<file path="src/rtl/core/lnd_pkg.sv">
package lnd_pkg;

    localparam int unsigned DATA_W = 32;
    localparam int unsigned SUM_W  = 50;

    localparam logic [1:0] CMD_RECEIVE = 2'd0;
    localparam logic [1:0] CMD_TICK    = 2'd1;
    localparam logic [1:0] CMD_ADD     = 2'd2;

    localparam logic [2:0] REG_LEAK      = 3'd0;
    localparam logic [2:0] REG_GAIN      = 3'd1;
    localparam logic [2:0] REG_EXCIT     = 3'd2;
    localparam logic [2:0] REG_INHIB     = 3'd3;
    localparam logic [2:0] REG_THRESHOLD = 3'd4;
    localparam logic [2:0] REG_REFRACT   = 3'd5;

    typedef struct packed {
        logic        [15:0] leak;
        logic        [30:0] gain;
        logic signed [31:0] excit;
        logic signed [31:0] inhib;
        logic signed [31:0] threshold;
        logic        [7:0]  steps;
    } t_cfg;

    typedef struct packed {
        logic [1:0]         cmd;
        logic               inhibitory;
        logic signed [31:0] amount;
    } t_item;

    typedef struct packed {
        logic               spiked;
        logic signed [31:0] potential;
        logic               refractory;
    } t_result;

    typedef struct packed {
        logic               en;
        logic signed [31:0] data;
    } t_ring_wr;

    function automatic logic signed [DATA_W-1:0] sat_sum(input logic signed [SUM_W-1:0] v);
        logic signed [DATA_W-1:0] r;
        if (v > SUM_W'(64'sh7FFF_FFFF)) begin
            r = 32'sh7FFF_FFFF;
        end else if (v < -SUM_W'(64'sh8000_0000)) begin
            r = 32'sh8000_0000;
        end else begin
            r = v[DATA_W-1:0];
        end
        return r;
    endfunction

endpackage

</file>
<file path="src/rtl/core/lnd_cfg_regs.sv">
module lnd_cfg_regs
    import lnd_pkg::*;
(
    input  logic        i_clk,
    input  logic        i_rst_n,
    input  logic        i_cfg_valid,
    input  logic [2:0]  i_cfg_index,
    input  logic [31:0] i_cfg_data,
    output logic        o_cfg_ready,
    output t_cfg        o_cfg
);

    t_cfg r_cfg;

    assign o_cfg_ready = 1'b1;
    assign o_cfg       = r_cfg;

    always_ff @(posedge i_clk) begin
        if (!i_rst_n) begin
            r_cfg.leak      <= 16'd65209;
            r_cfg.gain      <= 31'd6540;
            r_cfg.excit     <= 32'sd6554;
            r_cfg.inhib     <= -32'sd32768;
            r_cfg.threshold <= 32'sd1310720;
            r_cfg.steps     <= 8'd20;
        end else if (i_cfg_valid) begin
            unique case (i_cfg_index)
                REG_LEAK:      r_cfg.leak      <= i_cfg_data[15:0];
                REG_GAIN:      r_cfg.gain      <= i_cfg_data[30:0];
                REG_EXCIT:     r_cfg.excit     <= $signed(i_cfg_data);
                REG_INHIB:     r_cfg.inhib     <= $signed(i_cfg_data);
                REG_THRESHOLD: r_cfg.threshold <= $signed(i_cfg_data);
                REG_REFRACT:   r_cfg.steps     <= i_cfg_data[7:0];
                default: begin
                end
            endcase
        end
    end

endmodule

</file>
<file path="config.mk">
export PLATFORM = sky130hd
export DESIGN_NAME = lnd_cfg_regs
export DESIGN_NICKNAME = d
export VERILOG_FILES = /design/src/rtl/core/lnd_pkg.sv /design/src/rtl/core/lnd_cfg_regs.sv
export SDC_FILE = /design/constraint.sdc
export NUM_CORES = 1
export LEC_CHECK = 0
export BUFFER_PORTS_ARGS = -buffer_cell sky130_fd_sc_hd__buf_4
export CAP_MARGIN = 20
export CORE_MARGIN = 2
export CORE_UTILIZATION = 50
export CTS_CLUSTER_SIZE = 14
export DETAILED_ROUTE_END_ITERATION = 7
export GPL_TIMING_DRIVEN = 0
export PLACE_DENSITY = 0.79
export SYNTH_ARGS = -nofsm -noshare
export SYNTH_HDL_FRONTEND = slang
export SYNTH_SLANG_ARGS = --single-unit
export TNS_END_PERCENT = 50
</file>
<file path="constraint.sdc">
create_clock -name i_clk -period 1.2 [get_ports i_clk]
set_input_delay 0.12 -clock i_clk [delete_from_list [all_inputs] [get_ports i_clk]]
set_output_delay 0.12 -clock i_clk [all_outputs]
set_load 0.005 [all_outputs]
</file>
### Yosys cells after proc, flatten, opt, wreduce, memory -nomap -nowiden

Cells that the tools add are included.

| word-level totals | value |
|---|---|
| flip-flop bits (word level) | 151 |
| input port bits | 38 |
| word-level logic and storage cells | 18 |

| operators by class | value |
|---|---|
| equal/unequal tests | 5 |
| reductions and logical operators | 7 |

Operators by type and width:

| kind | number |
|---|---|
| AND reduction 2 bit | 6 |
| == test 3 x 2 -> 1 bit (second input constant) | 2 |
| == test 3 bit (second input constant) | 2 |
| == test 3 x 1 -> 1 bit (second input constant) | 1 |
| logical NOT 3 bit | 1 |

### Logic depth before layout (Yosys ltp)

| logic depth | value |
|---|---|
| depth after elaboration | 2 |
| gate-level depth with buffers | 5 |
| gate-level depth less buffers | 2 |

### Worst setup path after synthesis

OpenSTA, ideal clock, no wires.

| timing path | value |
|---|---|
| path type | input port to flip-flop |
| start | input i_cfg_index[1] |
| end | register r_cfg, in the netlist o_cfg[138] |
| data arrival time | 0.909 ns |
| setup time | 0.124 ns |
| cell stages on the path | 3 |
| slack | 0.167 ns |
| required time | 1.076 ns |
| cell sequence | or4b_1 -> buf_6 -> mux2i_1 |

| between the ends | value |
|---|---|
| longest elaborated chain between the ends | 2 |

RTL lines:

| what | RTL line | RTL |
|---|---|---|
| start: declaration | lnd_cfg_regs.sv:7 | `input logic [2:0] i_cfg_index,` |
| logical NOT 3 bit | lnd_cfg_regs.sv:27 | `unique case (i_cfg_index)` |
| AND reduction 2 bit (no source line) | -- |  |
| end: declaration | lnd_cfg_regs.sv:13 | `t_cfg r_cfg;` |

Every way passes these cells.
A chain may end at the register's enable or synchronous reset.

==> impl_metrics.yaml <==
clock_network:
  holdBufCountCts: 28
  cts_tree: "yes"
  clockBufferDepth: 2
  cts_root_buffer: "clkbuf_16"
  htreeDepth: 4
  cts_resized: 0
  clock_latency_ps: 420
  cts.sinks: 151
  clk_pin_slew_ps: 60
  cts_setup_buffers: 0
  cts_buffers: 17
routing:
  drtIter0Drc: 223
  wl_per_cell_um: 18.4
  met1Wirelength_mm: 7.04
  wl_mm: 17.6
  routed.top_layer: "met4"
  drc: 0
  ant_nets: 0
  viasPerCell: 5.18
  wl_met2_mm: 8.70
  via_count: 4967
  drtPass1Iterations: 4
  wl_met3_mm: 1.45
final_layout:
  largest_register_ff_count: 151
  nNetsFinal: 842
  multiInputGateArea_um2: 2600
  drive_above_1_share_pct: 29.7
  seq_area_um2: 3020
  fin_cells: 958
  syn_to_final_growth_pct: 41.7
  antenna_cells: 0
  fill_cells: 850
grt:
  track_usage_pct: 27.6
  grt_pass1_vias: 5133
  antenna_found_initial: 0
  grt-ovfl-total: 0
  grt_max_degree: 17
  grt_pass1_wl_mm: 27.0
timing:
  post-route-period-util_pct: 88.3
  worst_clock_skew_ps: 0
  setup_tns_ps: 0
  rsz0062_at_grt: "no"
  slew_headroom_pct: 56.7
  worst_pin_slew_ps: 649
  hold_viol: 0
  setup_viol: 0
  period_needed_ps: 1060
  max_freq_ghz: 0.944
  slew_viol_final: 0
critical_path:
  slowest_delay_ps: 480
  cp.arrival_ps: 1410
  crit_chain: "buf_2, buf_2, clkbuf_1, nand2_1, mux2i_1"
  worstSetupStartpointType: "input pin"
  critPathMaxFanout: 10
  cp_slowest_cell: "clkbuf_1"
  path_common_cell: "buf_2"
  crit_type: "input pin to register"
  cp-end-kind: "register"
  worstPathRequired_ps: 1550
logic_synthesis:
  yosys.area.top_type_share_pct: 51.6
  synth_cells: 570
  ys_warn_count: 0
  synth.largest_area_cell: "dfxtp_1"
  synth-seq-cells: 151
  syn-cell-area_um2: 5860
  synth-edff-count: 0
  ys_types: 17
  async_flop_share_pct: 0
  synth_flop_cell: "dfxtp_1"
  ys_top_cells_by_count: "dfxtp_1 (151), mux2i_1 (151), nand2_1 (137), nor2b_1 (77), clkbuf_1 (17)"
  synth.avg_cell_area_um2: 10.3
  syn-num-nets: 608
  ys_top_cells_by_area: "dfxtp_1 (52%), mux2i_1 (26%), nand2_1 (8.8%)"
  ys_seq_area_share_pct: 51.6
job:
  drv_cap: 0
worst_hold_path:
  hp-class: "input pin to register"
floorplanning:
  core_area_um2: 11400
  die_w_um: 112
  dieArea_um2: 12600
  dieHeight_um: 112
  initial_core_util_pct: 51.3
  io-pin-count: 190
  row_count: 39
place:
  gp_congestion: 0.826
  dpl.hpwl_mm: 12.3
  port_buffers: 187
  place_inst: 900
pwr:
  ir_worst_vdd_v: 0.00101
  power.total_mw: 11.4
  leakage_nw: 3.93
  power_density_nw_per_um2: 1370
outcome:
  outcome: "complete, no violations"
## kinds of logic (layout without fill, tap and decap cells)
family	after synthesis	in the layout	share of synthesized area, %
muxes	151	151	25.8
and+or+nand+nor	223	223	18.6
other	1	1	0.0640
buffers and inverters	44	289	3.97
DFF	151	151	51.6
## power breakdown
group          internal, mW  leakage (nW)  switching (mW)
clock                  3.24         0.280            2.04
sequential             5.13          1.22          0.0663
combinational         0.467          2.42           0.471
## layer usage
metal	up-vias	global-route usage (%)
met3	29	8.59
met1	2403	32.2
met2	199	47.5
met4	0	10.9
li1	2336	-
met5	-	0
## per-stage QoR
stage / instance area [um2] / worst slack, ps / util (%) / hold slack (ps)
detailed placement: 7440 / -313 / 65.2 / 396
CTS: 8300 / 104 / 72.7 / 0.856
global route: 8300 / 4.65 / 72.7 / 10.7
global placement: 7440 / -197 / 65.2 / 386
finish: 8300 / 140 / 72.7 / 10.4
floorplan: 5860 / 167 / - / 282
## final timing paths
kind         slack (ps)                    from                       to  cells past startpoint
min reg2reg         460  o_cfg[52]$_SDFFE_PN0P_   o_cfg[52]$_SDFFE_PN0P_                      2
min                  10          i_cfg_data[18]   o_cfg[26]$_SDFFE_PN1P_                      3
max                 140                 i_rst_n  o_cfg[125]$_SDFFE_PN0P_                      5
max reg2reg         500  o_cfg[85]$_SDFFE_PN0P_   o_cfg[85]$_SDFFE_PN0P_                      2
## layout make-up
| cell class | count | share of cell area [%] |
|---|---|---|
| sequential | 151 | 36.4 |
| clock inverter | 8 | 1.18 |
| clock buffer | 22 | 5.83 |
| multi-input combinational | 375 | 31.3 |
| timing repair buffer | 215 | 20.3 |
| buffer | 44 | 2.80 |
| tap | 143 | 2.15 |
## worst max-delay path, delay by kind of cell
kind | cells | cell delay [ps]
buffers and inverters | 3 | 870
AND/OR/NAND/NOR | 1 | 200
multiplexers | 1 | 210
## cell usage in the layout, fill, tap and decap left out, drive strengths merged
cell         Yosys  final
buf             27    214
mux2i          151    151
dfxtp          151    151
nand2          137    137
nor2b           77     77
clkbuf          17     39
dlygate4sd3      0     28
clkinvlp         0      3
clkinv           0      3
nand4bb          2      2
nand4b           2      2
bufinv           0      2
nor4b            1      1
and4bb           1      1
nor4bb           1      1
and4b            1      1
or4b             1      1
conb             1      1
No activity file was read; power rests on OpenSTA's default activity.
