## config.mk

```make
export PLATFORM = sky130hd
export DESIGN_NAME = lnd_core
export DESIGN_NICKNAME = d
export VERILOG_FILES = /design/src/rtl/core/lnd_pkg.sv /design/src/rtl/core/lnd_core.sv
export SDC_FILE = /design/constraint.sdc
export NUM_CORES = 2
export LEC_CHECK = 0
export BUFFER_PORTS_ARGS = -buffer_cell sky130_fd_sc_hd__buf_2
export CORE_MARGIN = 2
export CORE_UTILIZATION = 40
export DETAILED_ROUTE_END_ITERATION = 10
export PLACE_DENSITY = 0.52
export SYNTH_ARGS = -nofsm -noshare
export SYNTH_HDL_FRONTEND = slang
export SYNTH_SLANG_ARGS = --single-unit
```

## constraint.sdc

```tcl
create_clock -name i_clk -period 16.45 [get_ports i_clk]
set_input_delay 0.8225 -clock i_clk [delete_from_list [all_inputs] [get_ports i_clk]]
set_output_delay 0.8225 -clock i_clk [all_outputs]
set_load 0.02 [all_outputs]
```

## src/rtl/core/lnd_pkg.sv

```systemverilog
package lnd_pkg;

    localparam int unsigned DATA_W = 32;
    localparam int unsigned SUM_W  = 50;

    localparam logic [1:0] CMD_RECEIVE = 2'd0;
    localparam logic [1:0] CMD_TICK    = 2'd1;
    localparam logic [1:0] CMD_ADD     = 2'd2;

    localparam logic [2:0] REG_LEAK      = 3'd0;
    localparam logic [2:0] REG_GAIN      = 3'd1;
    localparam logic [2:0] REG_EXCIT     = 3'd2;
    localparam logic [2:0] REG_INHIB     = 3'd3;
    localparam logic [2:0] REG_THRESHOLD = 3'd4;
    localparam logic [2:0] REG_REFRACT   = 3'd5;

    typedef struct packed {
        logic        [15:0] leak;
        logic        [30:0] gain;
        logic signed [31:0] excit;
        logic signed [31:0] inhib;
        logic signed [31:0] threshold;
        logic        [7:0]  steps;
    } t_cfg;

    typedef struct packed {
        logic [1:0]         cmd;
        logic               inhibitory;
        logic signed [31:0] amount;
    } t_item;

    typedef struct packed {
        logic               spiked;
        logic signed [31:0] potential;
        logic               refractory;
    } t_result;

    typedef struct packed {
        logic               en;
        logic signed [31:0] data;
    } t_ring_wr;

    function automatic logic signed [DATA_W-1:0] sat_sum(input logic signed [SUM_W-1:0] v);
        logic signed [DATA_W-1:0] r;
        if (v > SUM_W'(64'sh7FFF_FFFF)) begin
            r = 32'sh7FFF_FFFF;
        end else if (v < -SUM_W'(64'sh8000_0000)) begin
            r = 32'sh8000_0000;
        end else begin
            r = v[DATA_W-1:0];
        end
        return r;
    endfunction

endpackage

```

## src/rtl/core/lnd_core.sv

```systemverilog
module lnd_core
    import lnd_pkg::*;
(
    input  logic               i_clk,
    input  logic               i_rst_n,
    input  logic               i_advance,
    input  t_item              i_item,
    input  logic signed [31:0] i_slot,
    input  t_cfg               i_cfg,
    output t_ring_wr           o_wr,
    output t_result            o_result
);

    logic signed [31:0] r_membrane;
    logic [7:0]         r_refr;

    logic signed [31:0] n_membrane;
    logic [7:0]         n_refr;

    logic signed [48:0]      s_p_leak;
    logic signed [63:0]      s_p_gain;
    logic signed [SUM_W-1:0] s_sum;
    logic signed [31:0]      s_integ;
    logic signed [31:0]      s_weight;
    logic                    s_spike;

    always_comb begin
        s_p_leak = $signed({1'b0, i_cfg.leak}) * r_membrane;
        s_p_gain = $signed({1'b0, i_cfg.gain}) * i_item.amount;
        s_sum    = $signed({{17{s_p_leak[48]}}, s_p_leak[48:16]})
                 + $signed({{2{s_p_gain[63]}}, s_p_gain[63:16]})
                 + $signed({{18{i_slot[31]}}, i_slot});
        s_integ  = (r_refr == 8'd0) ? sat_sum(s_sum) : r_membrane;
        s_spike  = s_integ > i_cfg.threshold;
        s_weight = i_item.inhibitory ? i_cfg.inhib : i_cfg.excit;

        n_membrane = r_membrane;
        n_refr     = r_refr;
        o_wr.en    = 1'b0;
        o_wr.data  = 32'sd0;
        case (i_item.cmd)
            CMD_RECEIVE: begin
                o_wr.en   = i_advance;
                o_wr.data = sat_sum(SUM_W'(i_slot) + SUM_W'(s_weight));
            end
            CMD_TICK: begin
                o_wr.en = i_advance;
                if (s_spike) begin
                    n_membrane = 32'sd0;
                    n_refr     = i_cfg.steps;
                end else begin
                    n_membrane = s_integ;
                    n_refr     = (r_refr == 8'd0) ? 8'd0 : r_refr - 8'd1;
                end
            end
            CMD_ADD: begin
                n_membrane = sat_sum(SUM_W'(r_membrane) + SUM_W'(i_item.amount));
            end
            default: begin
            end
        endcase

        o_result.spiked     = (i_item.cmd == CMD_TICK) && s_spike;
        o_result.potential  = n_membrane;
        o_result.refractory = n_refr != 8'd0;
    end

    always_ff @(posedge i_clk) begin
        if (!i_rst_n) begin
            r_membrane <= 32'sd0;
            r_refr     <= 8'd0;
        end else if (i_advance) begin
            r_membrane <= n_membrane;
            r_refr     <= n_refr;
        end
    end

endmodule
```

# Word level (Yosys, flattened, before mapping)
# Index checks and enable logic that the tools add are counted.
[op_classes] reduce_logical=5 n_eq_ne=2 n_mul=2 order_cmp=7 muxes=15 add_sub_neg=5
[op_table] cell="32-bit two-way mux" count=10
[op_table] cell="32-bit by 32-bit adder with 33-bit output" count=2
[op_table] cell="33-bit by 32-bit greater-than comparator with 1-bit output, second input constant" count=2
[op_table] cell="33-bit by 32-bit < comparator with 1-bit output, second input constant" count=2
[op_table] cell="32-bit by 32-bit multiplier with 64-bit output" count=1
[op_table] cell="32-bit case mux with 2 select lines" count=1
[op_table] cell="49-bit by 32-bit adder with 50-bit output" count=1
[op_table] cell="50-bit by 32-bit greater-than comparator with 1-bit output, second input constant" count=1
[op_table] cell="50-bit by 32-bit < comparator with 1-bit output, second input constant" count=1
[op_table] cell="33-bit by 48-bit adder with 49-bit output" count=1
[op_table] cell="17-bit by 32-bit multiplier with 49-bit output" count=1
[op_table] cell="32-bit greater-than comparator" count=1
[op_table] cell="8-bit two-way mux" count=3
[op_table] cell="8-bit zero test" count=1
[op_table] cell="8-bit nonzero test" count=1
[op_table] cell="8-bit by 1-bit subtractor with 8-bit output, second input constant" count=1
[op_table] cell="2-bit by 1-bit == test with 1-bit output, second input constant" count=1
[op_table] cell="2-bit == test, second input constant" count=1
[op_table] cell="2-bit zero test" count=1
[op_table] cell="2-bit OR reduction" count=1
[op_table] cell="1-bit logical AND" count=1
[op_table] cell="1-bit two-way mux" count=1
[word_totals] out_inout_bits=67 wordCells=38 in_bits=221 reg_bits=40

# Longest topological paths before layout
[depth] word_depth=11 mapped_depth=65 ltp_nobuf=58

# Worst setup path before layout
# Ideal clock, no wire load.
[synth_path] kind="input -> output" startpoint="input port i_cfg[137] in the netlist's numbering" endpoint="output port o_result[1] in the netlist's numbering" arrival_ps=14502 required_time_ps=15627 cell_stages=54 n_path_buf=4 path_slack_ps=1126 path_cell_list="clkbuf_1 nand2_1 fa_1 inv_1 fa_1 inv_1 fa_1 inv_1 fa_1 inv_1 fa_1 inv_1 fa_1 ha_1 o21a_1 o21ai_0 or3_1 o21a_1 [18 not listed] or2_1 buf_4 buf_2 nand2_1 a21boi_0 ha_1 and3_1 nand4_1 inv_1 nand3_1 nor3_1 nand3_1 or4_1 o41a_1 a21oi_2 o21ai_2 o221a_2 a211oi_1"
[synth_rtl] item="start: declaration" line_no="lnd_core.sv:9" text="input t_cfg i_cfg,"
[synth_rtl] item="end: declaration" line_no="lnd_core.sv:11" text="output t_result o_result"

==> flow_summary_export.csv <==
group,metric,value,unit
outcome,outcome,"finished, violations left",
outcome,violations,"max-capacitance violations",
critical_path,critPathMaxStageDelay,550,ps
critical_path,worst_r2r_endpoint,"r_membrane[0]$_SDFFE_PN0P_",
clocking,cts_max_level,2,
global_route,grt_usage,26.5,%
timing,post-route-period-util,98.0,%
global_route,grt-busiest-layer,"met2",
synth,avgSynthCellArea,8.57,um^2
detailed_routing,drc,0,
detailed_routing,wl_per_cell,21.8,um
detailed_routing,drt_wl_total,205,mm
timing,max_slew_margin,0.779,%
synth,ys_top_cells_by_area,"fa_1 46%, ha_1 11%, inv_1 9.3%, and2_1 7.0%, nand2_1 5.6%",
critical_path,cp_slowest_cell,"or4_4",
floorplanning,die-area,157000,um^2
timing,finalHoldViolCount,0,
detailed_routing,dr.pass1.iters,6,
global_route,grt_max_degree,52,
detailed_routing,drt_iter0_markers,3181,
critical_path,critPathLaunchType,"input pin",
timing,holdWs,543,ps
global_route,use_met1,38.4,%
place,dp_slack,-228,ps
place,dpl_cell_area,66400,um^2
synth,netlist_area,61500,um^2
global_route,antenna_found_initial,11,
layout,final_common_cell,"inv_1",
floorplanning,die-height,396,um
synth,synth_edf_count,0,
timing,rsz0062_at_grt,"yes",
global_route,gr-total-overflow,0,
floorplanning,core_area,152000,um^2
timing,layout_min_cycle_time,16120,ps
synth,postSynthCellCount,7180,
min_path,whs_path_depth,2,
timing,fin_skew,10.1,ps
timing,worst_slew_pin_slew,1480,ps
clocking,clkLatencyLatePin,320,ps
min_path,worstHoldStart,"r_refr[7]$_SDFFE_PN0P_",
place,place_congestion,0.936,
clocking,cts_tree,"done",
min_path,hold_class,"flop to flop",
global_route,grt_pass1_wl,319,mm
timing,worst_slack,326,ps
critical_path,r2r_slack,1690,ps
synth,synth-seq-area-share,1.30,%
layout,mostFrequentLayoutCells,"1529 x inv_1, 1396 x fa_1, 918 x nand2_1",
critical_path,critical_path_required,15630,ps
place,numPortBuffers,287,
place,place_hpwl,180,mm
synth,synth-async-reset-ratio,0,%
min_path,hold_path_end,"r_refr[7]$_SDFFE_PN0P_",
layout,final_util,44.4,%
clocking,cts_buffer_depth,2,
floorplanning,initial_utilization,40.4,%
layout,final_area,67600,um^2
synth,synth_cell_types,95,
layout,final_nets,9586,
layout,area_delta_synth_final,9.83,%
timing,fmax,62.0,MHz
critical_path,crit_arrival,15300,ps
floorplanning,die_w,396,um
clocking,cts-root-buf,"clkbuf_16",
global_route,grt_pass1_vias,52233,
detailed_routing,num_vias,49014,
synth,yosys_most_used_dff,"dfxtp_1",
critical_path,critPathMaxFanout,16,
detailed_routing,vias_per_cell,5.19,
synth,syn_nets,9361,
clocking,path_clk_slew,70,ps
critical_path,critPathCaptureType,"output pin",
clocking,clock_sinks,40,
job,cap_violations,1,
layout,layout-drive-gt1-share,10.9,%
critical_path,crit_type,"input pin to output pin",
timing,final_max_slew_viol_count,0,
synth,synth_warnings,0,
critical_path,ff2ff_path_depth,60,
critical_path,cpMostUsedCell,"fa_1",
global_route,met2_usage,41.7,%
critical_path,worstReg2RegStart,"r_membrane[11]$_SDFFE_PN0P_",
floorplanning,pin_count,288,
synth,yosys.area.top_type,"fa_1",
detailed_routing,drtAntennaViolNets,0,
floorplanning,rows,143,
clocking,cts_made_buffers,5,
timing,finalSetupViolCount,0,
synth,synthDominantCellAreaShare,45.7,%
synth,ys_seq_elements,40,
global_route,met3_usage,4.41,%
-- layout make-up --
type,instances,area [um^2]
fillers,15306,84700
diodes,2,5.00
well taps,2030,2540
flip-flops and latches,40,806
clock inverters,3,47.5
clock buffers,5,125
multi-input cells,5212,54000
inverters,1531,5750
repair buffers,615,4270
-- synth_stat cells, types with 22 or more instances --
cell	number
inv_1	1530
fa_1	1404
nand2_1	921
and2_1	687
ha_1	556
clkbuf_1	358
a21oi_1	258
nor2_1	203
o21ai_0	185
a21o_1	140
xnor2_1	111
nand3_1	67
xor2_1	66
nor2b_1	50
nand4_1	49
nor3_1	44
nand2b_1	42
dfxtp_1	40
o21a_1	40
mux2_2	33
a31oi_1	26
a211oi_1	23
buf_2	22
o211ai_1	22
o21bai_1	22
-- kinds of logic after synthesis --
family          after synthesis  share of synthesized area [%]
flops                        40                           1.30
compound gates              890                           9.44
buf+inv                    1928                           11.9
xor+xnor                    177                           2.52
fa+ha+maj                  1960                           57.0
mux                          35                          0.637
simple gates               2150                           17.2
-- how the worst max path moves through the flow --
stage | to | depth (start not counted) | slack, ps | from
final | o_result[0] | 61 | 330 | i_cfg[119]
after floorplan | o_result[1] | 54 | 1130 | i_cfg[137]
after global placement | o_result[0] | 60 | -220 | i_cfg[119]
after global routing | o_result[0] | 62 | -180 | i_item[4]
after CTS | o_result[6] | 60 | 10 | i_item[5]
after detailed placement | o_result[9] | 62 | -230 | i_cfg[119]
-- through the flow --
step	instances	setup TNS (ps)
6_report	9438	0
2_1_floorplan	7180	0
3_5_place_dp	9406	-1860
3_3_place_gp	9406	-1640
4_1_cts	9414	0
5_1_grt	9437	-601
-- what timing repair did --
item	4_1_cts	5_1_grt
buffers inserted	0	20
resized for setup	16	195
gates cloned	0	2
hold buffers	0	0
setup endpoints to repair	32	34
pin swaps	1	61
-- critical path, delay by kind of cell --
kind / cells / cell delay (ps)
XOR/XNOR: 2 / 420
buffers and inverters: 14 / 1630
adder cells (fa/ha/maj): 12 / 5360
AO/OA/AOI/OAI: 18 / 3360
AND/OR/NAND/NOR: 15 / 3640
-- routing by layer --
layer | part of all wire [%] | vias to the layer above
met4 | 2.3 | 12
li1 | - | 22263
met2 | 44 | 1435
met5 | 0.038 | -
met3 | 7.3 | 189
met1 | 46 | 25115
-- flip-flops by register name, indices dropped and copies added, names as in the netlist --
name	cells
r_membrane	32
r_refr	8
Power is not shown: default switching activity piles up to over one toggle a cycle in this logic, so the estimate is an artifact.
