**src/rtl/core/lnd_pkg.sv**
```systemverilog
package lnd_pkg;

    localparam int unsigned DATA_W = 32;
    localparam int unsigned SUM_W  = 50;

    localparam logic [1:0] CMD_RECEIVE = 2'd0;
    localparam logic [1:0] CMD_TICK    = 2'd1;
    localparam logic [1:0] CMD_ADD     = 2'd2;

    localparam logic [2:0] REG_LEAK      = 3'd0;
    localparam logic [2:0] REG_GAIN      = 3'd1;
    localparam logic [2:0] REG_EXCIT     = 3'd2;
    localparam logic [2:0] REG_INHIB     = 3'd3;
    localparam logic [2:0] REG_THRESHOLD = 3'd4;
    localparam logic [2:0] REG_REFRACT   = 3'd5;

    typedef struct packed {
        logic        [15:0] leak;
        logic        [30:0] gain;
        logic signed [31:0] excit;
        logic signed [31:0] inhib;
        logic signed [31:0] threshold;
        logic        [7:0]  steps;
    } t_cfg;

    typedef struct packed {
        logic [1:0]         cmd;
        logic               inhibitory;
        logic signed [31:0] amount;
    } t_item;

    typedef struct packed {
        logic               spiked;
        logic signed [31:0] potential;
        logic               refractory;
    } t_result;

    typedef struct packed {
        logic               en;
        logic signed [31:0] data;
    } t_ring_wr;

    function automatic logic signed [DATA_W-1:0] sat_sum(input logic signed [SUM_W-1:0] v);
        logic signed [DATA_W-1:0] r;
        if (v > SUM_W'(64'sh7FFF_FFFF)) begin
            r = 32'sh7FFF_FFFF;
        end else if (v < -SUM_W'(64'sh8000_0000)) begin
            r = 32'sh8000_0000;
        end else begin
            r = v[DATA_W-1:0];
        end
        return r;
    endfunction

endpackage

```
**src/rtl/core/lnd_ring.sv**
```systemverilog
module lnd_ring
    import lnd_pkg::*;
#(
    parameter int unsigned DELAY_SLOTS = 16
) (
    input  logic               i_clk,
    input  logic               i_rst_n,
    input  logic               i_accept,
    input  logic [1:0]         i_cmd,
    input  logic [3:0]         i_delay,
    input  t_ring_wr           i_wr,
    output logic signed [31:0] o_slot
);

    localparam int unsigned PW = (DELAY_SLOTS > 1) ? $clog2(DELAY_SLOTS) : 1;
    localparam int unsigned SW = PW + 5;
    localparam logic [SW-1:0] N_W = SW'(DELAY_SLOTS);
    localparam logic [PW-1:0] PTR_LAST = PW'(DELAY_SLOTS - 1);

    logic [PW-1:0]          r_ptr;
    logic [PW-1:0]          r_addr;
    logic [DELAY_SLOTS-1:0] r_vld;
    logic signed [31:0]     r_mem [DELAY_SLOTS];
    logic signed [31:0]     r_rd_data;
    logic                   r_rd_vld;

    logic [SW-1:0] s_rem;
    logic [SW-1:0] s_sum;
    logic [PW-1:0] s_addr;
    logic          s_bypass;

    // delay mod slots by shifted compare-subtract, then one wrap of the sum
    always_comb begin
        s_rem = SW'(i_delay);
        for (int k = 3; k >= 0; k--) begin
            if (s_rem >= (N_W << k)) begin
                s_rem = s_rem - (N_W << k);
            end
        end
        s_sum = SW'(r_ptr) + s_rem;
        if (s_sum >= N_W) begin
            s_sum = s_sum - N_W;
        end
        s_addr   = (i_cmd == CMD_TICK) ? r_ptr : s_sum[PW-1:0];
        s_bypass = i_wr.en && (r_addr == s_addr);
    end

    assign o_slot = r_rd_vld ? r_rd_data : 32'sd0;

    always_ff @(posedge i_clk) begin
        if (!i_rst_n) begin
            r_ptr <= '0;
            r_vld <= '0;
        end else begin
            if (i_accept && (i_cmd == CMD_TICK)) begin
                r_ptr <= (r_ptr == PTR_LAST) ? '0 : r_ptr + 1'b1;
            end
            if (i_wr.en) begin
                r_vld[r_addr] <= 1'b1;
            end
        end
    end

    always_ff @(posedge i_clk) begin
        if (i_wr.en) begin
            r_mem[r_addr] <= i_wr.data;
        end
    end

    // read with bypass of the write retiring in the same cycle
    always_ff @(posedge i_clk) begin
        if (i_accept) begin
            r_addr <= s_addr;
            if (s_bypass) begin
                r_rd_data <= i_wr.data;
                r_rd_vld  <= 1'b1;
            end else begin
                r_rd_data <= r_mem[s_addr];
                r_rd_vld  <= r_vld[s_addr];
            end
        end
    end

endmodule

```
**config.mk**
```make
export PLATFORM = sky130hd
export DESIGN_NAME = lnd_ring
export DESIGN_NICKNAME = d
export VERILOG_FILES = /design/src/rtl/core/lnd_pkg.sv /design/src/rtl/core/lnd_ring.sv
export SDC_FILE = /design/constraint.sdc
export NUM_CORES = 1
export LEC_CHECK = 0
export ABC_AREA = 1
export BUFFER_PORTS_ARGS = -buffer_cell sky130_fd_sc_hd__buf_4
export CAP_MARGIN = 20
export CORE_ASPECT_RATIO = 0.9
export CORE_MARGIN = 10
export CORE_UTILIZATION = 40
export CTS_BUF_LIST = sky130_fd_sc_hd__clkbuf_4
export DETAILED_ROUTE_END_ITERATION = 7
export PLACE_DENSITY = 0.64
export SLEW_MARGIN = 10
export SYNTH_ARGS = -nofsm -noshare
export SYNTH_HDL_FRONTEND = slang
export SYNTH_SLANG_ARGS = --single-unit
```
**constraint.sdc**
```tcl
create_clock -name i_clk -period 3.75 [get_ports i_clk]
set_input_delay 0.1875 -clock i_clk [delete_from_list [all_inputs] [get_ports i_clk]]
set_output_delay 0.1875 -clock i_clk [all_outputs]
set_load 0.01 [all_outputs]
```
==> Word-level counts from Yosys, hierarchy flattened <==
Memory sizes are Yosys's and may differ from the RTL's. A register that Yosys moved wholly into a read port is not among the register bits.
Cells that the tools add are included.
W data, S select, Z words.
{ "totals": {"out_inout_bits": 32, "reg_bits": 25, "ram_bits": 512, "inputBits": 42, "n_memories": 1, "elab_cells": 29} }
{ "classes": {"bitwise_logic": 1, "reduce_logical": 3, "n_addsub": 3, "order_cmp": 4, "eq_ne": 3, "mux": 10} }
{ "mem_list": {"columns": ["memory", "depth", "word_bits", "read_ports", "rd_ports_with_merged_regs", "write_ports", "line_no", "rtl"], "rows": [
  ["r_mem", 16, 32, 1, 1, 1, "lnd_ring.sv:23", "logic signed [31:0] r_mem [DELAY_SLOTS];"]
]} }
{ "op_table": {"columns": ["op", "n"], "rows": [
  ["$mux W32", 1],
  ["$or A16 B16 Y16", 1],
  ["$mux W4", 3],
  ["$lt A4 B5 Y1 const B", 2],
  ["$add A4 B4 Y5", 1],
  ["$ge A5 B5 Y1 const B", 1],
  ["$add A4 B1 Y4 const B", 1],
  ["$bmux W1 S4", 1],
  ["$demux W1 S4", 1],
  ["$eq A4 B4 Y1", 1],
  ["$eq A4 B4 Y1 const B", 1],
  ["$ge A4 B1 Y1 const B", 1],
  ["$mux W1", 4],
  ["$sub A4 B1 Y4 const B", 1],
  ["$logic_and A1 B1 Y1", 3],
  ["$eq A2 B1 Y1 const B", 1]
]} }

==> Logic depth before layout (Yosys ltp) <==
Gate-level depths: netlist of run 1.
{ "logic_depth": {"word_depth": 6, "depth_mapped": 14, "ltp_nobuf": 11} }

==> Worst setup path before layout of run 1 <==
Ideal clock, no wire load.
{ "synth_path": {"path_kind": "reg2reg", "start": "register r_addr[2]", "end": "memory r_mem[10][0], enable pin", "arrival_time_ns": 2.072, "setup_ns": 0.422, "path_buffers": 0, "stages_incl_launch_ff": 4, "path_slack_ns": 1.256, "synth_period_minus_slack_ns": 2.494, "t_required_ns": 3.328, "path_cell_list": "edfxtp_1 nor3_1 inv_1 nor2_1"} }
{ "synth_rtl": {"columns": ["item", "line_no", "rtl"], "rows": [
  ["start, declared", "lnd_ring.sv:21", "logic [PW-1:0] r_addr;"],
  ["start signal, assigned", "lnd_ring.sv:73", "r_addr <= s_addr;"],
  ["end, declared", "lnd_ring.sv:23", null]
]} }
Straight into the memory's write port.

==> Worst setup path after layout of run 1 <==
{ "layout_path": {"start": "register r_ptr[0]", "end": "register r_rd_data[11], read port of r_mem, data pin"} }
{ "layout_via": {"elab_chain_len": 4, "elab_cells_between_ends": 5, "classes_between": "add/sub: 2; order compare: 1; mux: 2"} }
{ "layout_lines": {"columns": ["item", "line_no", "rtl"], "rows": [
  ["start, declared", "lnd_ring.sv:20", "logic [PW-1:0] r_ptr;"],
  ["start signal, assigned", "lnd_ring.sv:56", "r_ptr <= (r_ptr == PTR_LAST) ? '0 : r_ptr + 1'b1;"],
  ["$add A4 B4 Y5", "lnd_ring.sv:40", "s_sum = SW'(r_ptr) + s_rem;"],
  ["$sub A4 B1 Y4 or $ge A5 B5 Y1 (tied branches)", "lnd_ring.sv:42, lnd_ring.sv:41", null],
  ["$mux W4", "lnd_ring.sv:41", "if (s_sum >= N_W) begin"],
  ["$mux W4 *", "lnd_ring.sv:44", "s_addr = (i_cmd == CMD_TICK) ? r_ptr : s_sum[PW-1:0];"],
  ["end, declared", "lnd_ring.sv:24", "logic signed [31:0] r_rd_data;"]
]} }
Mark *: on every way between the ends. The rest lies on a longest branch, timed or not.
A chain may end at the register's enable or synchronous reset.

==> results of run 1 <==
-- sequential cells by signal (all words and copies together), names as in the netlist --
signal     count
r_rd_data     32
r_vld         16
r_addr         4
r_rd_vld       1
r_ptr          4
r_mem        512
-- per-layer routing --
layer  routed length [µm]  up-vias
met5                   26        -
met4                 1890        4
li1                     -     8778
met1                29400     8967
met3                 6710      136
met2                33000      892
-- synth_stat cells, types with 4 or more instances --
cell type                  instances  area (µm²)
sky130_fd_sc_hd__dfxtp_1          20         400
sky130_fd_sc_hd__edfxtp_1        549       16500
sky130_fd_sc_hd__buf_4             5        37.5
sky130_fd_sc_hd__a21oi_1           4        20.0
sky130_fd_sc_hd__nand3_1         624        3120
sky130_fd_sc_hd__buf_2            55         275
sky130_fd_sc_hd__inv_1           569        2140
sky130_fd_sc_hd__nand2_1         524        1970
sky130_fd_sc_hd__nand4_1          32         200
sky130_fd_sc_hd__o211ai_1          4        30.0
sky130_fd_sc_hd__o21ai_1           4        20.0
sky130_fd_sc_hd__buf_1            13        48.8
sky130_fd_sc_hd__clkbuf_1         65         244
sky130_fd_sc_hd__ha_1              4        50.1
sky130_fd_sc_hd__nor2_1           53         199
-- report_power, final --
group / switching (mW) / internal, mW
clock network: 2.50 / 2.84
registers: 0.0625 / 7.16
logic: 1.29 / 0.569
total: 3.85 / 10.6
-- through the flow --
step                      std cells  power [mW]   util
final                          3687        14.4  0.471
after global routing           3687        15.1  0.471
after CTS                      3686        14.5  0.471
after detailed placement       3374        9.16  0.432
after global placement         3373        9.12  0.432
after floorplan                2547        8.41      -
-- cell families (layout without fill, tap and decap cells) --
family / count (synthesis) / in the layout / share of synthesized area
compound gates: 17 / 17 / 0.00394
simple gates: 1243 / 1243 / 0.219
flops: 569 / 569 / 0.665
buf+inv: 709 / 1003 / 0.108
xor+xnor: 4 / 4 / 0.00138
fa+ha+maj: 5 / 5 / 0.00276
other cells: 0 / 1 / 0
-- worst max-delay path, stage by stage, from the launching register on --
cell and delay [ns]:
sky130_fd_sc_hd__dfxtp_1 0.37, sky130_fd_sc_hd__ha_1 0.25, sky130_fd_sc_hd__fa_1 0.52, sky130_fd_sc_hd__nand2_1 0.11
sky130_fd_sc_hd__nand2_4 0.11, sky130_fd_sc_hd__nand2_1 0.05, sky130_fd_sc_hd__nand2_1 0.06, sky130_fd_sc_hd__nand3_1 0.13
sky130_fd_sc_hd__nor2_4 0.16, sky130_fd_sc_hd__nand3_2 0.50, sky130_fd_sc_hd__buf_4 0.43, sky130_fd_sc_hd__nand2_1 0.09
sky130_fd_sc_hd__nand2_1 0.06
-- worst min path at each step --
stage	slack [ns]	end	cells past startpoint	from
after CTS	0.01	r_addr[0]	4	i_delay[0]
after detailed placement	0.46	r_vld[0]	1	r_vld[0]
after floorplan	0.29	r_mem[0][0]	0	i_wr[0]
after global placement	0.45	r_vld[0]	1	r_vld[0]
final	0.09	r_mem[3][28]	2	i_wr[28]
after global routing	0.05	r_mem[9][9]	2	i_wr[9]
-- what timing repair did --
item	in CTS	in global routing
endpoints found under the hold margin	619	0
setup buffers	0	0
hold buffers	56	0
-- final cells by class --
type,instances,area (µm²),share of cell area
inverters,571,2140,0.0725
flip-flops and latches,569,16900,0.571
multi-input cells,1269,5970,0.202
repair buffers,176,1640,0.0556
well taps,845,1060,0.0358
clock inverters,46,288,0.00973
diodes,1,2.50,0.0000846
clock buffers,210,1580,0.0533
==> metrics.json, run 1 <==
{
  "global_routing": {
    "first_global_vias": 18600,
    "grt.met2_usage": 0.301,
    "grt-busiest-layer": "met2",
    "grt.met3_usage": 0.0544,
    "antenna_violations_before_repair": 3,
    "gr-usage-met1": 0.245,
    "globalRouteTotalUtil": 0.191,
    "grt_first_pass_wirelength_mm": 109,
    "grt_overflow_total": 0,
    "grt_max_degree": 135
  },
  "critical_path": {
    "end_kind": "flip-flop",
    "critPathLaunch": "r_ptr[0]",
    "timing.critical_path.arrival_ns": 3.80,
    "rrSetupSlack_ns": 0.67,
    "worst_r2r_path_depth": 12,
    "classification_of_the_worst_setup_path": "flip-flop to flip-flop",
    "path_max_fanout": 15,
    "worstSetupStartpointType": "flip-flop",
    "worstSetupEndpoint": "r_rd_data[11]",
    "timing.rr.start": "r_ptr[0]",
    "cp_data_required_time_ns": 4.47,
    "regToRegEndpoint": "r_rd_data[11]"
  },
  "sta": {
    "slew_viol_final": 0,
    "achievable-frequency_ghz": 0.325,
    "worst_max_slew_pin_slew_ns": 1.13,
    "post-route-period-util": 0.821,
    "rsz0062_at_grt": "no",
    "timing.setup.tns_ns": 0,
    "setup-violations-final": 0,
    "postLayoutSetupSlackWorst_ns": 0.671,
    "worst_hold_slack_ns": 0.0918,
    "worst_clock_skew_ns": 0.0470,
    "layout_min_cycle_time_ns": 3.08,
    "slew_headroom": 0.246,
    "final-hold-violation-count": 0
  },
  "layout": {
    "final_common_cell": "sky130_fd_sc_hd__nand3_1",
    "final_nets": 2781,
    "fin_area_mm2": 0.0296,
    "synthToLayoutAreaGrowth_pct": 16.4,
    "fill_cells": 5779,
    "mostFrequentLayoutCells": "sky130_fd_sc_hd__nand3_1 (622), sky130_fd_sc_hd__inv_1 (569), sky130_fd_sc_hd__edfxtp_1 (549)",
    "final_layout_size_suffix_gt1_frac": 0.132
  },
  "power_and_ir_drop": {
    "irDropWorstVdd_uv": 283,
    "cellPowerDensity_mw_per_mm2": 488,
    "total_leakage_power_nw": 12.9
  },
  "logic_synthesis": {
    "yosys_most_used_dff": "sky130_fd_sc_hd__edfxtp_1",
    "mappedNetlistNets": 2594,
    "postSynth.asyncResetShare": 0,
    "ys_seq_elements": 569,
    "synth-edff-count": 549,
    "synthesis.area_per_instance_um2": 9.97,
    "synthesis.instances": 2547,
    "synthesis.area_mm2": 0.0254,
    "ys_seq_area_frac": 0.665,
    "post_synth_num_cell_types": 27,
    "yosysWarnings": 0
  },
  "placement": {
    "placement.io_buffers": 73,
    "routabilityCongestion": 0.819,
    "place_worst_setup_slack_ns": 0.744,
    "detailed_place_hpwl_mm": 35.7,
    "post_dp_cell_area_mm2": 0.0271
  },
  "clock_network": {
    "cts.htree.levels": 4,
    "cts_resized": 0,
    "insertion_delay_ns": 0.99,
    "tritoncts.num_buffers": 147,
    "clock-sinks": 569,
    "clock-root-buffer": "sky130_fd_sc_hd__clkbuf_4",
    "clk_path_buf_depth": 3,
    "post_cts_clock_slew_at_the_launch_and_capture_registers_of_the_worst_setup_and_hold_paths_ns": 0.07,
    "cts_tree": "done"
  },
  "min_path": {
    "hold_class": "input port to flip-flop"
  },
  "drt": {
    "antenna_violating_nets_post_route": 0,
    "routed_wirelength_mm": 71.0,
    "drt_iter0_drc": 2095,
    "routed-via-count": 18800,
    "detail_route.vias_per_cell": 5.09,
    "detailedRoute.firstPassIterationCount": 6,
    "route.detailed.drc": 0,
    "detail_route.wl_per_cell_um": 19.3
  },
  "floorplanning": {
    "i_o_pins": 74,
    "die_w_um": 286,
    "design.core.area_mm2": 0.0628,
    "die-height_um": 259,
    "num_rows": 87,
    "design.die.area_mm2": 0.0740,
    "starting_utilization_of_the_core_area": 0.404
  },
  "flow_run": {
    "drv_cap": 0
  },
  "outcome": {
    "outcome": "complete, no violations"
  }
}
No activity file was read; power rests on OpenSTA's default activity.
==> inputs of run 2 (changes only) <==
- clock period: 3.75 -> 3 ns (I/O delays scaled with it)
==> metrics.json, run 2 (same netlist as run 1, synthesis figures left out) <==
{
  "clock_network": {
    "post_cts_clock_slew_at_the_launch_and_capture_registers_of_the_worst_setup_and_hold_paths": {"value": 0.07, "unit": "ns", "change": "about the same"},
    "insertion_delay": {"value": 1.01, "unit": "ns", "change": "+0.02 ns"},
    "cts.repair_timing.setup_buffer_count": {"value": 0, "change": "unchanged"},
    "clock-root-buffer": "sky130_fd_sc_hd__clkbuf_4",
    "cts_tree": "done",
    "cts.htree.levels": {"value": 4, "change": "unchanged"},
    "tritoncts.num_buffers": {"value": 149, "change": "+1.4%"},
    "clk_path_buf_depth": {"value": 3, "change": "unchanged"},
    "clock-sinks": {"value": 569, "change": "unchanged"}
  },
  "drt": {
    "detail_route.vias_per_cell": {"value": 5.10, "change": "+0.18%"},
    "routed-via-count": {"value": 19000, "change": "+1.3%"},
    "detailedRoute.firstPassIterationCount": {"value": 8, "change": "+2"},
    "drt_iter0_drc": {"value": 1973, "change": "-5.8%"},
    "route.detailed.drc": {"value": 0, "change": "unchanged"},
    "routed_wirelength": {"value": 72.6, "unit": "mm", "change": "+2.3%"},
    "antenna_violating_nets_post_route": {"value": 0, "change": "unchanged"},
    "detail_route.wl_per_cell": {"value": 19.5, "unit": "µm", "change": "+1.1%"}
  },
  "power_and_ir_drop": {
    "total_leakage_power": {"value": 13.2, "unit": "nW", "change": "+2.3%"},
    "p_switching": {"value": 4.86, "unit": "mW", "change": "+26%"},
    "cellPowerDensity": {"value": 613, "unit": "mW/mm²", "change": "+26%"},
    "irDropWorstVdd": {"value": 452, "unit": "µV", "change": "+60%"},
    "pwr-share-comb": {"value": 0.131, "change": "+0.002"},
    "internal_power": {"value": 13.7, "unit": "mW", "change": "+30%"},
    "power_frac_seq": {"value": 0.487, "change": "-0.014"},
    "switching_share": {"value": 0.262, "change": "-0.00513"},
    "p_clk_frac": {"value": 0.383, "change": "+0.013"}
  },
  "floorplanning": {
    "starting_utilization_of_the_core_area": {"value": 0.404, "change": "unchanged"},
    "design.core.area": {"value": 0.0628, "unit": "mm²", "change": "unchanged"},
    "die-height": {"value": 259, "unit": "µm", "change": "unchanged"},
    "design.die.area": {"value": 0.0740, "unit": "mm²", "change": "unchanged"},
    "die_w": {"value": 286, "unit": "µm", "change": "unchanged"},
    "num_rows": {"value": 87, "change": "unchanged"},
    "i_o_pins": {"value": 74, "change": "unchanged"}
  },
  "critical_path": {
    "crit_path_top_delay_cell": "sky130_fd_sc_hd__fa_1",
    "largest_delay_contributor_family_on_the_critical_path": "adder cells",
    "crit_top_cell": "sky130_fd_sc_hd__nand2_1",
    "classification_of_the_worst_setup_path": "flip-flop to flip-flop",
    "critPathLaunch": "r_ptr[0]",
    "timing.rr.start": "r_ptr[0]",
    "cp_num_buf_inv": {"value": 1, "change": "unchanged"},
    "path_max_fanout": {"value": 15, "change": "unchanged"},
    "crit_path_cell_trace": "ha_1, fa_1, xnor2_1, nand2_1, o21ai_4, buf_4, nand3_1, nand3_1, nand2_1, nand2_1, nand2_1",
    "max_stage_delay": {"value": 0.39, "unit": "ns", "change": "-0.13 ns"},
    "worstSetupStartpointType": "flip-flop",
    "cp_data_required_time": {"value": 3.73, "unit": "ns", "change": "-0.74 ns"},
    "timing.critical_path.arrival": {"value": 3.50, "unit": "ns", "change": "-0.30 ns"},
    "end_kind": "flip-flop"
  },
  "layout": {
    "largest_register_ffs": {"value": 512, "change": "unchanged"},
    "final_common_cell": "sky130_fd_sc_hd__nand3_1",
    "fin_area": {"value": 0.0303, "unit": "mm²", "change": "+2.3%"},
    "fill_cells": {"value": 5751, "change": "-0.48%"},
    "mostFrequentLayoutCells": "sky130_fd_sc_hd__nand3_1 (622), sky130_fd_sc_hd__inv_1 (569), sky130_fd_sc_hd__edfxtp_1 (549)",
    "synthToLayoutAreaGrowth_pct": 19.1,
    "final_layout_size_suffix_gt1_frac": {"value": 0.139, "change": "+0.00699"},
    "finish.utilization": {"value": 0.482, "change": "+0.0109"},
    "top_register": "r_mem",
    "layout_top_registers": "r_mem x512, r_rd_data x32, r_vld x16",
    "final_nets": {"value": 2827, "change": "+1.7%"}
  },
  "global_routing": {
    "grt_first_pass_wirelength": {"value": 110, "unit": "mm", "change": "+0.79%"},
    "grt_overflow_total": {"value": 0, "change": "unchanged"},
    "globalRouteTotalUtil": {"value": 0.194, "change": "+0.00278"},
    "first_global_vias": {"value": 18700, "change": "+0.032%"},
    "grt_max_degree": {"value": 129, "change": "-4.4%"},
    "antenna_violations_before_repair": {"value": 3, "change": "unchanged"}
  },
  "flow_run": {
    "drv_cap": {"value": 0, "change": "unchanged"}
  },
  "min_path": {
    "worst_min_path_start": "i_wr[19]",
    "hold_class": "input port to flip-flop"
  },
  "placement": {
    "detailed_place_hpwl": {"value": 37.9, "unit": "mm", "change": "+6.0%"},
    "post_dp_cell_area": {"value": 0.0274, "unit": "mm²", "change": "+0.93%"},
    "routabilityCongestion": {"value": 0.771, "change": "-5.9%"},
    "placement.io_buffers": {"value": 73, "change": "unchanged"},
    "place_worst_setup_slack": {"value": 0.272, "unit": "ns", "change": "-0.471 ns"}
  },
  "sta": {
    "achievable-frequency": {"value": 0.361, "unit": "GHz", "change": "+11%"},
    "final-hold-violation-count": {"value": 0, "change": "unchanged"},
    "worst_max_slew_pin_slew": {"value": 1.09, "unit": "ns", "change": "-0.0357 ns"},
    "rsz0062_at_grt": "no",
    "timing.setup.tns": {"value": 0, "unit": "ns", "change": "unchanged"},
    "setup-violations-final": {"value": 0, "change": "unchanged"},
    "postLayoutSetupSlackWorst": {"value": 0.230, "unit": "ns", "change": "-0.441 ns"},
    "slew_viol_final": {"value": 0, "change": "unchanged"},
    "post-route-period-util": {"value": 0.923, "change": "+0.102"},
    "slew_headroom": {"value": 0.269, "change": "+0.0228"},
    "layout_min_cycle_time": {"value": 2.77, "unit": "ns", "change": "-0.309 ns"},
    "worst_clock_skew": {"value": 0.0479, "unit": "ns", "change": "+0.000817 ns"}
  },
  "outcome": {
    "outcome": "complete, no violations"
  }
}
[run 2: changes by cell type in the layout (fill, tap and decap cells not counted), sizes merged]
| cell | previous run | this run |
|---|---|---|
| dlygate4sd3 | 56 | 87 |
| clkinv | 37 | 18 |
| buf | 120 | 133 |
| clkbuf | 210 | 216 |
| diode | 1 | 7 |
| bufinv | 4 | 8 |
| clkinvlp | 2 | 3 |
| inv | 574 | 575 |
[run 2: layout make-up]
| cell class | instances | area, µm² | share of cell area |
|---|---|---|---|
| Inverter | 571 | 2140 | 0.0708 |
| Clock buffer | 216 | 1620 | 0.0536 |
| Timing Repair Buffer | 220 | 2210 | 0.0730 |
| Tap cell | 845 | 1060 | 0.0349 |
| Antenna cell | 7 | 17.5 | 0.000579 |
| Multi-Input combinational cell | 1269 | 5970 | 0.197 |
| Clock inverter | 33 | 348 | 0.0115 |
| Sequential cell | 569 | 16900 | 0.558 |
[run 2: worst register-to-register path: cells and delay by family, from the launching register on]
| kind | cells | cell delay, ns |
|---|---|---|
| fa+ha+maj | 2 | 0.60 |
| simple gates | 6 | 0.54 |
| compound gates | 1 | 0.35 |
| flops | 1 | 0.32 |
| xor+xnor | 1 | 0.34 |
| buf+inv | 1 | 0.37 |
[run 2: final timing paths]
check	to	slack (ns)	cells after the start
max	r_rd_data[26]	0.23	11
min	r_rd_data[19]	0.07	4
max reg2reg	r_rd_data[26]	0.23	11
min reg2reg	r_vld[3]	0.47	1
[run 2: what timing repair did]
| action | CTS | global route |
|---|---|---|
| hold buffers | 87 | 0 |
| resized for setup | 0 | 0 |
| endpoints found under the hold margin | 652 | 0 |
[run 2: per-layer routing]
layer | wire length, µm | global-route usage | vias up
met2 | 33500 | 0.304 | 1035
met4 | 1920 | 0.0748 | 2
met1 | 29700 | 0.255 | 8986
met3 | 7470 | 0.0501 | 165
li1 | - | - | 8842
met5 | 13 | 0 | -
[run 2: power groups by stage]
stage               Combinational [mW]  Clock (mW)  Sequential [mW]
finish                            2.43        7.10             9.03
global route                      2.65        7.62             9.04
CTS                               2.42        7.22             9.03
detailed placement                2.31           0             9.20
global placement                  2.27           0             9.19
floorplan                         1.35           0             9.17
[run 2: stage by stage]
stage                     power [mW]  cells  hold slack (ns)
final                           18.6   3730           0.0668
after floorplan                 10.5   2547            0.249
after detailed placement        11.5   3387            0.418
after global routing            19.3   3726           0.0515
after CTS                       18.7   3723          0.00491
after global placement          11.5   3387            0.406
